File: src/rtl/core/cal_pkg.sv
`default_nettype none
// ----------------------------------------------------------------------------
// cal_pkg
// Shared types, sizes and codes for the cursor array list.
// ----------------------------------------------------------------------------
package cal_pkg;

    // Built depth of the entry store.
    localparam int DEPTH = 16;
    // Index width into the store and width of a count that can reach DEPTH.
    localparam int IDX_W = (DEPTH > 1) ? $clog2(DEPTH) : 1;
    localparam int CNT_W = $clog2(DEPTH + 1);
    // Width of the capacity register field.
    localparam int MAXE_W = 5;
    // Width used when comparing the count against the capacity.
    localparam int CAP_W = (CNT_W > MAXE_W) ? CNT_W : MAXE_W;
    localparam int DATA_W = 32;

    typedef enum logic [2:0] {
        CMD_INSERT = 3'd0,
        CMD_REMOVE = 3'd1,
        CMD_PREV   = 3'd2,
        CMD_NEXT   = 3'd3,
        CMD_COUNT  = 3'd4
    } cmd_code_t;

    typedef enum logic [1:0] {
        ST_OK    = 2'd0,
        ST_FULL  = 2'd1,
        ST_EMPTY = 2'd2
    } status_t;

    typedef enum logic [3:0] {
        ENG_IDLE,
        ENG_INS_SHIFT,
        ENG_INS_VAL,
        ENG_REM_HEAD,
        ENG_REM_GRAB,
        ENG_REM_SHIFT,
        ENG_CNT_SCAN,
        ENG_DRAIN,
        ENG_DONE
    } eng_state_t;

    // One command beat.
    typedef struct packed {
        logic [2:0]               command;
        logic signed [DATA_W-1:0] value;
    } cmd_beat_t;

    // One result beat.
    typedef struct packed {
        logic signed [DATA_W-1:0] removed_value;
        logic [4:0]               match_count;
        logic [1:0]               status;
        logic [4:0]               list_length;
        logic [4:0]               cursor_position;
    } rsp_beat_t;

    // Engine status toward the top level.
    typedef struct packed {
        logic busy;
        logic done;
    } eng_ctl_t;

endpackage : cal_pkg
`default_nettype wire

File: src/rtl/core/cal_ram.sv
`default_nettype none
// ----------------------------------------------------------------------------
// cal_ram
// Simple dual-port RAM: one write port and one registered read port.
// ----------------------------------------------------------------------------
module cal_ram #(
    parameter int WIDTH = 32,
    parameter int DEPTH = 16,
    parameter int ADDR_W = (DEPTH > 1) ? $clog2(DEPTH) : 1
) (
    input  wire logic              clk,
    input  wire logic              we,
    input  wire logic [ADDR_W-1:0] waddr,
    input  wire logic [WIDTH-1:0]  wdata,
    input  wire logic [ADDR_W-1:0] raddr,
    output logic      [WIDTH-1:0]  rdata
);

    logic [WIDTH-1:0] mem [DEPTH];

    // Write port.
    always_ff @(posedge clk)
    begin
        if (we)
        begin
            mem[waddr] <= wdata;
        end
    end

    // Registered read port.
    always_ff @(posedge clk)
    begin
        rdata <= mem[raddr];
    end

endmodule : cal_ram
`default_nettype wire

File: src/rtl/core/cal_step.sv
`default_nettype none
// ----------------------------------------------------------------------------
// cal_step
// Shared index unit: steps an index up or down by one and flags when the
// stepped index reaches a limit.
// ----------------------------------------------------------------------------
module cal_step (
    input  wire logic [cal_pkg::CNT_W-1:0] idx,
    input  wire logic                      down,
    input  wire logic [cal_pkg::CNT_W-1:0] limit,
    output logic      [cal_pkg::CNT_W-1:0] nxt,
    output logic                           hit
);
    import cal_pkg::*;

    // Increment or decrement, then compare with the limit.
    always_comb
    begin
        if (down)
        begin
            nxt = idx - CNT_W'(1);
        end
        else
        begin
            nxt = idx + CNT_W'(1);
        end
        hit = (nxt == limit);
    end

endmodule : cal_step
`default_nettype wire

File: src/rtl/core/cal_engine.sv
`default_nettype none
// ----------------------------------------------------------------------------
// cal_engine
// Command sequencer: walks the entry store one access per cycle for insert,
// remove and count, using the shared index unit, and keeps length and cursor.
// ----------------------------------------------------------------------------
module cal_engine (
    input  wire logic                      clk,
    input  wire logic                      rst_n,
    input  wire logic                      start,
    input  wire cal_pkg::cmd_beat_t        cmd,
    input  wire logic [cal_pkg::CAP_W-1:0] capacity,
    input  wire logic                      slot_free,
    output cal_pkg::eng_ctl_t              ctl,
    output cal_pkg::rsp_beat_t             result
);
    import cal_pkg::*;

    eng_state_t               state_reg, state_next;
    logic [CNT_W-1:0]         used_reg, used_next;
    logic [CNT_W-1:0]         cursor_reg, cursor_next;
    logic [CNT_W-1:0]         idx_reg, idx_next;
    logic                     pend_reg, pend_next;
    logic [IDX_W-1:0]         pend_addr_reg, pend_addr_next;
    logic [2:0]               cmd_reg, cmd_next;
    logic [DATA_W-1:0]        val_reg, val_next;
    status_t                  status_reg, status_next;
    logic [DATA_W-1:0]        removed_reg, removed_next;
    logic [CNT_W-1:0]         match_reg, match_next;

    logic [CNT_W-1:0]         step_idx, step_limit, step_nxt;
    logic                     step_down, step_hit;

    logic                     mem_we;
    logic [IDX_W-1:0]         mem_waddr, mem_raddr;
    logic [DATA_W-1:0]        mem_wdata, mem_rdata;

    logic                     is_full;
    logic                     cmd_is_count;

    cal_ram #(
        .WIDTH (DATA_W),
        .DEPTH (DEPTH)
    ) u_ram (
        .clk   (clk),
        .we    (mem_we),
        .waddr (mem_waddr),
        .wdata (mem_wdata),
        .raddr (mem_raddr),
        .rdata (mem_rdata)
    );

    cal_step u_step (
        .idx   (step_idx),
        .down  (step_down),
        .limit (step_limit),
        .nxt   (step_nxt),
        .hit   (step_hit)
    );

    assign is_full      = (CAP_W'(used_reg) >= capacity);
    assign cmd_is_count = (cmd_code_t'(cmd_reg) == CMD_COUNT);

    // Control registers.
    always_ff @(posedge clk or negedge rst_n)
    begin
        if (!rst_n)
        begin
            state_reg  <= ENG_IDLE;
            used_reg   <= '0;
            cursor_reg <= '0;
            pend_reg   <= 1'b0;
        end
        else
        begin
            state_reg  <= state_next;
            used_reg   <= used_next;
            cursor_reg <= cursor_next;
            pend_reg   <= pend_next;
        end
    end

    // Payload registers.
    always_ff @(posedge clk)
    begin
        idx_reg       <= idx_next;
        pend_addr_reg <= pend_addr_next;
        cmd_reg       <= cmd_next;
        val_reg       <= val_next;
        status_reg    <= status_next;
        removed_reg   <= removed_next;
        match_reg     <= match_next;
    end

    // Next state.
    always_comb
    begin
        state_next = state_reg;
        case (state_reg)
            ENG_IDLE:
            begin
                if (start)
                begin
                    case (cmd_code_t'(cmd.command))
                        CMD_INSERT:
                        begin
                            if (is_full)
                                state_next = ENG_DONE;
                            else if (cursor_reg == used_reg)
                                state_next = ENG_INS_VAL;
                            else
                                state_next = ENG_INS_SHIFT;
                        end
                        CMD_REMOVE:
                        begin
                            if (cursor_reg >= used_reg)
                                state_next = ENG_DONE;
                            else
                                state_next = ENG_REM_HEAD;
                        end
                        CMD_COUNT:
                        begin
                            if (used_reg == '0)
                                state_next = ENG_DONE;
                            else
                                state_next = ENG_CNT_SCAN;
                        end
                        default:
                        begin
                            state_next = ENG_DONE;
                        end
                    endcase
                end
            end
            ENG_REM_HEAD:
            begin
                state_next = ENG_REM_GRAB;
            end
            ENG_REM_GRAB:
            begin
                state_next = step_hit ? ENG_DONE : ENG_REM_SHIFT;
            end
            ENG_INS_SHIFT, ENG_REM_SHIFT, ENG_CNT_SCAN:
            begin
                if (step_hit)
                    state_next = ENG_DRAIN;
            end
            ENG_DRAIN:
            begin
                if (cmd_code_t'(cmd_reg) == CMD_INSERT)
                    state_next = ENG_INS_VAL;
                else
                    state_next = ENG_DONE;
            end
            ENG_INS_VAL:
            begin
                state_next = ENG_DONE;
            end
            ENG_DONE:
            begin
                if (slot_free)
                    state_next = ENG_IDLE;
            end
            default:
            begin
                state_next = ENG_IDLE;
            end
        endcase
    end

    // Datapath and outputs.
    always_comb
    begin
        used_next      = used_reg;
        cursor_next    = cursor_reg;
        idx_next       = idx_reg;
        pend_next      = 1'b0;
        pend_addr_next = pend_addr_reg;
        cmd_next       = cmd_reg;
        val_next       = val_reg;
        status_next    = status_reg;
        removed_next   = removed_reg;
        match_next     = match_reg;
        step_idx       = idx_reg;
        step_down      = 1'b0;
        step_limit     = used_reg;
        mem_raddr      = idx_reg[IDX_W-1:0];

        case (state_reg)
            ENG_IDLE:
            begin
                if (start)
                begin
                    cmd_next     = cmd.command;
                    val_next     = cmd.value;
                    status_next  = ST_OK;
                    removed_next = '0;
                    match_next   = '0;
                    case (cmd_code_t'(cmd.command))
                        CMD_INSERT:
                        begin
                            if (is_full)
                                status_next = ST_FULL;
                            idx_next = used_reg;
                        end
                        CMD_REMOVE:
                        begin
                            if (cursor_reg >= used_reg)
                            begin
                                status_next  = ST_EMPTY;
                                removed_next = '1;
                            end
                        end
                        CMD_PREV:
                        begin
                            if (cursor_reg != '0)
                                cursor_next = cursor_reg - CNT_W'(1);
                        end
                        CMD_NEXT:
                        begin
                            if (cursor_reg < used_reg)
                                cursor_next = cursor_reg + CNT_W'(1);
                        end
                        CMD_COUNT:
                        begin
                            idx_next = '0;
                        end
                        default:
                        begin
                            idx_next = idx_reg;
                        end
                    endcase
                end
            end
            ENG_REM_HEAD:
            begin
                mem_raddr = cursor_reg[IDX_W-1:0];
            end
            ENG_REM_GRAB:
            begin
                // The entry at the cursor leaves; shift only if entries follow it.
                removed_next = mem_rdata;
                step_idx     = cursor_reg;
                idx_next     = cursor_reg;
                if (step_hit)
                    used_next = used_reg - CNT_W'(1);
            end
            ENG_INS_SHIFT:
            begin
                // Read the entry below, write it one place up next cycle.
                step_down      = 1'b1;
                step_limit     = cursor_reg;
                mem_raddr      = step_nxt[IDX_W-1:0];
                pend_next      = 1'b1;
                pend_addr_next = idx_reg[IDX_W-1:0];
                idx_next       = step_nxt;
            end
            ENG_REM_SHIFT:
            begin
                // Read the entry above, write it one place down next cycle.
                step_limit     = used_reg - CNT_W'(1);
                mem_raddr      = step_nxt[IDX_W-1:0];
                pend_next      = 1'b1;
                pend_addr_next = idx_reg[IDX_W-1:0];
                idx_next       = step_nxt;
            end
            ENG_CNT_SCAN:
            begin
                pend_next = 1'b1;
                idx_next  = step_nxt;
            end
            ENG_DRAIN:
            begin
                if (cmd_code_t'(cmd_reg) == CMD_REMOVE)
                    used_next = used_reg - CNT_W'(1);
            end
            ENG_INS_VAL:
            begin
                used_next = used_reg + CNT_W'(1);
            end
            default:
            begin
                idx_next = idx_reg;
            end
        endcase

        // Count compares the word read in the previous cycle.
        if (pend_reg && cmd_is_count && (mem_rdata == val_reg))
            match_next = match_reg + CNT_W'(1);
    end

    // Store write: a shifted word, or the inserted value at the cursor.
    always_comb
    begin
        if (state_reg == ENG_INS_VAL)
        begin
            mem_we    = 1'b1;
            mem_waddr = cursor_reg[IDX_W-1:0];
            mem_wdata = val_reg;
        end
        else
        begin
            mem_we    = pend_reg && !cmd_is_count;
            mem_waddr = pend_addr_reg;
            mem_wdata = mem_rdata;
        end
    end

    // Result and status.
    always_comb
    begin
        ctl.busy               = (state_reg != ENG_IDLE);
        ctl.done               = (state_reg == ENG_DONE) && slot_free;
        result.removed_value   = removed_reg;
        result.match_count     = 5'(match_reg);
        result.status          = status_reg;
        result.list_length     = 5'(used_reg);
        result.cursor_position = 5'(cursor_reg);
    end

    // The length never exceeds the built depth.
    a_used_bound: assert property (@(posedge clk) disable iff (!rst_n)
        used_reg <= CNT_W'(DEPTH))
        else $error("list length exceeds depth");

    // The cursor always sits within the list.
    a_cursor_bound: assert property (@(posedge clk) disable iff (!rst_n)
        cursor_reg <= used_reg)
        else $error("cursor beyond list end");

    // No store write while waiting for a command.
    a_idle_quiet: assert property (@(posedge clk) disable iff (!rst_n)
        (state_reg == ENG_IDLE) |-> !mem_we)
        else $error("store written while idle");

    // Length and cursor hold while the count walk is in progress.
    a_walk_hold: assert property (@(posedge clk) disable iff (!rst_n)
        (state_reg == ENG_CNT_SCAN) |=> $stable(used_reg) && $stable(cursor_reg))
        else $error("state changed during count walk");

endmodule : cal_engine
`default_nettype wire

File: src/rtl/core/cursor_array_list.sv
`default_nettype none
// ----------------------------------------------------------------------------
// cursor_array_list
// Ordered list of signed 32-bit values in a fixed store with a cursor.
// ----------------------------------------------------------------------------
// Each command beat yields exactly one result beat. The block handles one
// command at a time and holds cmd_stall high while it works. Prev, next, a
// dropped insert, a remove at the list end and unused codes finish without
// touching the store. Insert moves the entries from the cursor to the list
// end up one place and then writes the value at the cursor, remove moves the
// entries after the cursor down one place, and count reads every entry. The
// walk moves one stored word per cycle through the single-port-read entry
// RAM. A finished result sits in an output register, so the next command is
// accepted while the previous result waits on rsp_stall. The store needs no
// clearing pass.
// ----------------------------------------------------------------------------
module cursor_array_list (
    input  wire logic                           clk,
    input  wire logic                           rst_n,
    input  wire logic                           max_entries_we,
    input  wire logic [cal_pkg::MAXE_W-1:0]     max_entries_wdata,
    input  wire logic                           cmd_valid,
    output logic                                cmd_stall,
    input  wire cal_pkg::cmd_beat_t             cmd,
    output logic                                rsp_valid,
    input  wire logic                           rsp_stall,
    output cal_pkg::rsp_beat_t                  rsp
);
    import cal_pkg::*;

    logic [MAXE_W-1:0] max_entries_reg;
    logic              rsp_valid_reg, rsp_valid_next;
    rsp_beat_t         rsp_reg;
    logic [CAP_W-1:0]  capacity;
    logic              slot_free;
    logic              start;
    eng_ctl_t          eng_ctl;
    rsp_beat_t         eng_result;

    // Capacity register.
    always_ff @(posedge clk or negedge rst_n)
    begin
        if (!rst_n)
            max_entries_reg <= MAXE_W'(16);
        else if (max_entries_we)
            max_entries_reg <= max_entries_wdata;
    end

    // Capacity in use is the smaller of the register and the built depth.
    always_comb
    begin
        if (CAP_W'(max_entries_reg) < CAP_W'(DEPTH))
            capacity = CAP_W'(max_entries_reg);
        else
            capacity = CAP_W'(DEPTH);
    end

    // Command handshake.
    assign cmd_stall = eng_ctl.busy;
    assign start     = cmd_valid && !eng_ctl.busy;
    assign slot_free = !rsp_valid_reg || !rsp_stall;

    cal_engine u_engine (
        .clk       (clk),
        .rst_n     (rst_n),
        .start     (start),
        .cmd       (cmd),
        .capacity  (capacity),
        .slot_free (slot_free),
        .ctl       (eng_ctl),
        .result    (eng_result)
    );

    // Output register.
    always_comb
    begin
        rsp_valid_next = rsp_valid_reg;
        if (eng_ctl.done)
            rsp_valid_next = 1'b1;
        else if (!rsp_stall)
            rsp_valid_next = 1'b0;
    end

    always_ff @(posedge clk or negedge rst_n)
    begin
        if (!rst_n)
            rsp_valid_reg <= 1'b0;
        else
            rsp_valid_reg <= rsp_valid_next;
    end

    always_ff @(posedge clk)
    begin
        if (eng_ctl.done)
            rsp_reg <= eng_result;
    end

    assign rsp_valid = rsp_valid_reg;
    assign rsp       = rsp_reg;

endmodule : cursor_array_list
`default_nettype wire
File: config.mk
export PLATFORM = sky130hd
export DESIGN_NAME = cursor_array_list
export DESIGN_NICKNAME = d
export VERILOG_FILES = /design/src/rtl/core/cal_pkg.sv /design/src/rtl/core/cal_ram.sv /design/src/rtl/core/cal_step.sv /design/src/rtl/core/cal_engine.sv /design/src/rtl/core/cursor_array_list.sv
export SDC_FILE = /design/constraint.sdc
export NUM_CORES = 1
export LEC_CHECK = 0
export BUFFER_PORTS_ARGS = -buffer_cell sky130_fd_sc_hd__buf_2
export CAP_MARGIN = 25
export CORE_ASPECT_RATIO = 1.25
export CORE_MARGIN = 2
export CORE_UTILIZATION = 30
export CTS_BUF_LIST = sky130_fd_sc_hd__clkbuf_16
export DETAILED_ROUTE_END_ITERATION = 10
export GPL_TIMING_DRIVEN = 0
export MAX_ROUTING_LAYER = met4
export SYNTH_ARGS = -nofsm -noshare
export SYNTH_HDL_FRONTEND = slang
export SYNTH_SLANG_ARGS = --single-unit
File: constraint.sdc
create_clock -name clk -period 7.5 [get_ports clk]
set_input_delay 1.5 -clock clk [delete_from_list [all_inputs] [get_ports clk]]
set_output_delay 1.5 -clock clk [all_outputs]
set_load 0.01 [all_outputs]
==> qor.csv <==
stage,metric,value,unit
cts,Post-CTS Setup Bufs,0,
synth,Mapped Cells,2083,
drt,Via Count,18000,
grt,largest net degree at the start of global routing,33,
cts,hold_buf cts,0,
synth,top-area cell type share of the netlist area,68.06,%
synth,Post-Syn Area,28410,sq um
floorplan,die height,348.1,um
critical_path,CP arrival,5.36,ns
run,max cap viols,0,
final_layout,layout cell share with drive strength beyond 1,13.79,%
cts,Clock transition at path regs,0.06,ns
cts,CTS tree,done,
synth,Ys Warns,0,
sta,Setup Viol. Count Final,0,
synth,commonest register cell after synthesis,edfxtp_1,
sta,RSZ-0062 raised after global routing,no,
cts,TritonCTS Sinks,697,
sta,max-slew violation count,0,
final_layout,P&R area growth vs syn,16.79,%
cts,Resized Gates After CTS,0,
synth,Seq cells post-synth,697,
final_layout,number of flip-flops under the largest register name,512,
floorplan,Ports,96,
critical_path,CP Capture Type,flop,
floorplan,die area,97200,sq um
drt,Detailed Route Iter0 Violations,1724,
sta,"Min Clock Period, post-route",4.814,ns
drt,Routed Antenna Nets,0,
critical_path,kind of critical path,reg -> reg,
drt,wire per inst,22.40,um
hold_path,Hold Path Class,reg -> reg,
critical_path,critical path's top delay family,compound AO/OA/AOI/OAI gates,
grt,grt total ovfl,0,
status,status,"complete, no violations",
cts,worst-case clock buffer depth,3,
synth,"EDFF count, synth",644,
synth,post-synth top area cell,edfxtp_1,
placed_design,port bufs,95,
grt,first-pass GRT wire length,115.7,mm
floorplan,Rows,126,
synth,most frequent cell after synthesis,edfxtp_1,
drt,via-per-instance ratio,5.090,
synth,Netlist cell types,75,
final_layout,nets@finish,2332,
placed_design,hpwl dp,55.49,mm
critical_path,CP max stage delay,0.78,ns
synth,"Avg Cell Area, Syn",13.64,sq um
final_layout,Final Core Density,35.26,%
sta,Layout Skew,0.02377,ns
critical_path,maximum fanout along the worst path,10,
drt,routed wire length,79.19,mm
drt,DRC,0,
floorplan,core area,94120,sq um
synth,Area contributors post-synth,"edfxtp_1 68%, nand2_1 6.0%, a211oi_1 4.4%",
sta,max frequency,207.7,MHz
cts,CTS Root Cell,clkbuf_16,
sta,Tcrit/Tclk final,64.19,%
sta,worst-margin pin slew,1.066,ns
critical_path,CP Buf/Inv Count,4,
synth,Async SR Flop Fraction,3.013,%
synth,synth cell count leaders,"644 x edfxtp_1, 451 x nand2_1, 165 x a211oi_1",
grt,antenna violations before repair,0,
sta,Worst slew margin,28.90,%
sta,Sum Neg Setup Slack,0,ns
synth,syn_nets,2148,
cts,H-tree depth,3,
synth,sequential area share after synthesis,72.17,%
cts,CTS Buf Count,66,
critical_path,"most used cell, CP",buf_2,
grt,vias in the first global route,17580,
final_layout,number of antenna diodes,0,
cts,Clock Latency Late Sink,0.63,ns
critical_path,"Cell Chain, Critical Path",buf_4 -> nor4b_4 -> mux2_2 -> ha_1 -> and2_1 -> a221oi_2 -> buf_2 -> buf_2 -> buf_2 -> nand2_1 -> a31oi_1 -> a211oi_1 -> a21oi_1,
critical_path,Crit path required time,8.04,ns
grt,Tot GR Track Use,16.51,%
critical_path,crit path launch type,flop,
critical_path,"Slowest-stage cell, CP",a221oi_2,
placed_design,Final GP Congestion,0.8488,
drt,first-pass iteration count of the detailed router,5,
floorplan,initial core utilization,30.19,%
floorplan,chip width,279.3,um
sta,Final Hold Viols,0,
area by class of cell:
type,count,area (sq um)
clock inverter,53,474.2
multi-input combinational,1230,7333
inverter,21,80.08
timing repair buffer,116,940.9
buffer,135,624.3
sequential,697,20510
fill,8949,60940
tap,1216,1521
clock buffer,68,1702
final timing paths:
check	slack, ns	cells past startpoint	start	to
max in group asynchronous	6.24	1	rst_n	u_engine.cursor_reg[1]
worst min register to register	0.42	0	u_engine.removed_reg[27]	rsp[44]
worst max-delay path	2.69	13	u_engine.state_reg[0]	u_engine.u_ram.rdata[27]
worst max register to register	2.69	13	u_engine.state_reg[0]	u_engine.u_ram.rdata[27]
worst min-delay path	0.42	0	u_engine.removed_reg[27]	rsp[44]
min in group asynchronous	0.88	1	rst_n	max_entries_reg[1]
cells by family (layout without fill, tap and decap cells):
| logic type | after synthesis | after routing | share of synthesized area [%] |
|---|---|---|---|
| buf+inv | 156 | 393 | 2.479 |
| fa+ha+maj | 20 | 20 | 0.9072 |
| simple gates | 701 | 701 | 11.33 |
| mux | 9 | 9 | 0.3435 |
| flops | 697 | 697 | 72.17 |
| xor+xnor | 51 | 51 | 1.599 |
| compound gates | 449 | 449 | 11.17 |
through the flow:
stage          setup slack (ns)  hold slack, ns  instance area, sq um  instances
6_report                  2.686          0.4181                 33180       3536
5_1_grt                   2.519          0.4207                 33180       3536
4_1_cts                   2.644          0.4189                 33180       3536
3_5_place_dp              2.660          0.4045                 31010       3415
3_3_place_gp             0.8070          0.4026                 30410       3394
2_1_floorplan             3.113          0.4003                 28410       2083
metal layers:
| metal | routed length, um | vias to the layer above | part of all wire, % | track usage [%] |
|---|---|---|---|---|
| met5 | 0 | - | 0 | - |
| met4 | 1956 | 0 | 2.5 | 5.025 |
| met3 | 5094 | 119 | 6.4 | 2.129 |
| met2 | 40140 | 669 | 51 | 28.56 |
| met1 | 32010 | 8984 | 40 | 20.10 |
| li1 | - | 8227 | - | - |
worst reg2reg max path, cell delays in order (launching register included):
cell,delay [ns]
dfrtp_1,0.35
buf_4,0.16
nor4b_4,0.65
mux2_2,0.46
ha_1,0.35
and2_1,0.19
a221oi_2,0.78
buf_2,0.38
buf_2,0.35
buf_2,0.41
nand2_1,0.10
a31oi_1,0.31
a211oi_1,0.12
a21oi_1,0.14
placed cells by master, fill, tap and decap left out, drive strengths merged, types with 8 or more instances in the layout:
cell and n:
nor3 8, clkinv 30, a311oi 65, xor2 10, nand2 451, buf 184
ha 19, inv 34, dfrtp 20, nand4 12, edfxtp 644, a31oi 70
a21oi 87, nand3 9, a211oi 165, dfxtp 32, xnor2 41, nor2 46
clkbuf 135, and2 130, o21ai 19
Power is not shown: default switching activity piles up to over one toggle a cycle in this logic, so the estimate is an artifact.
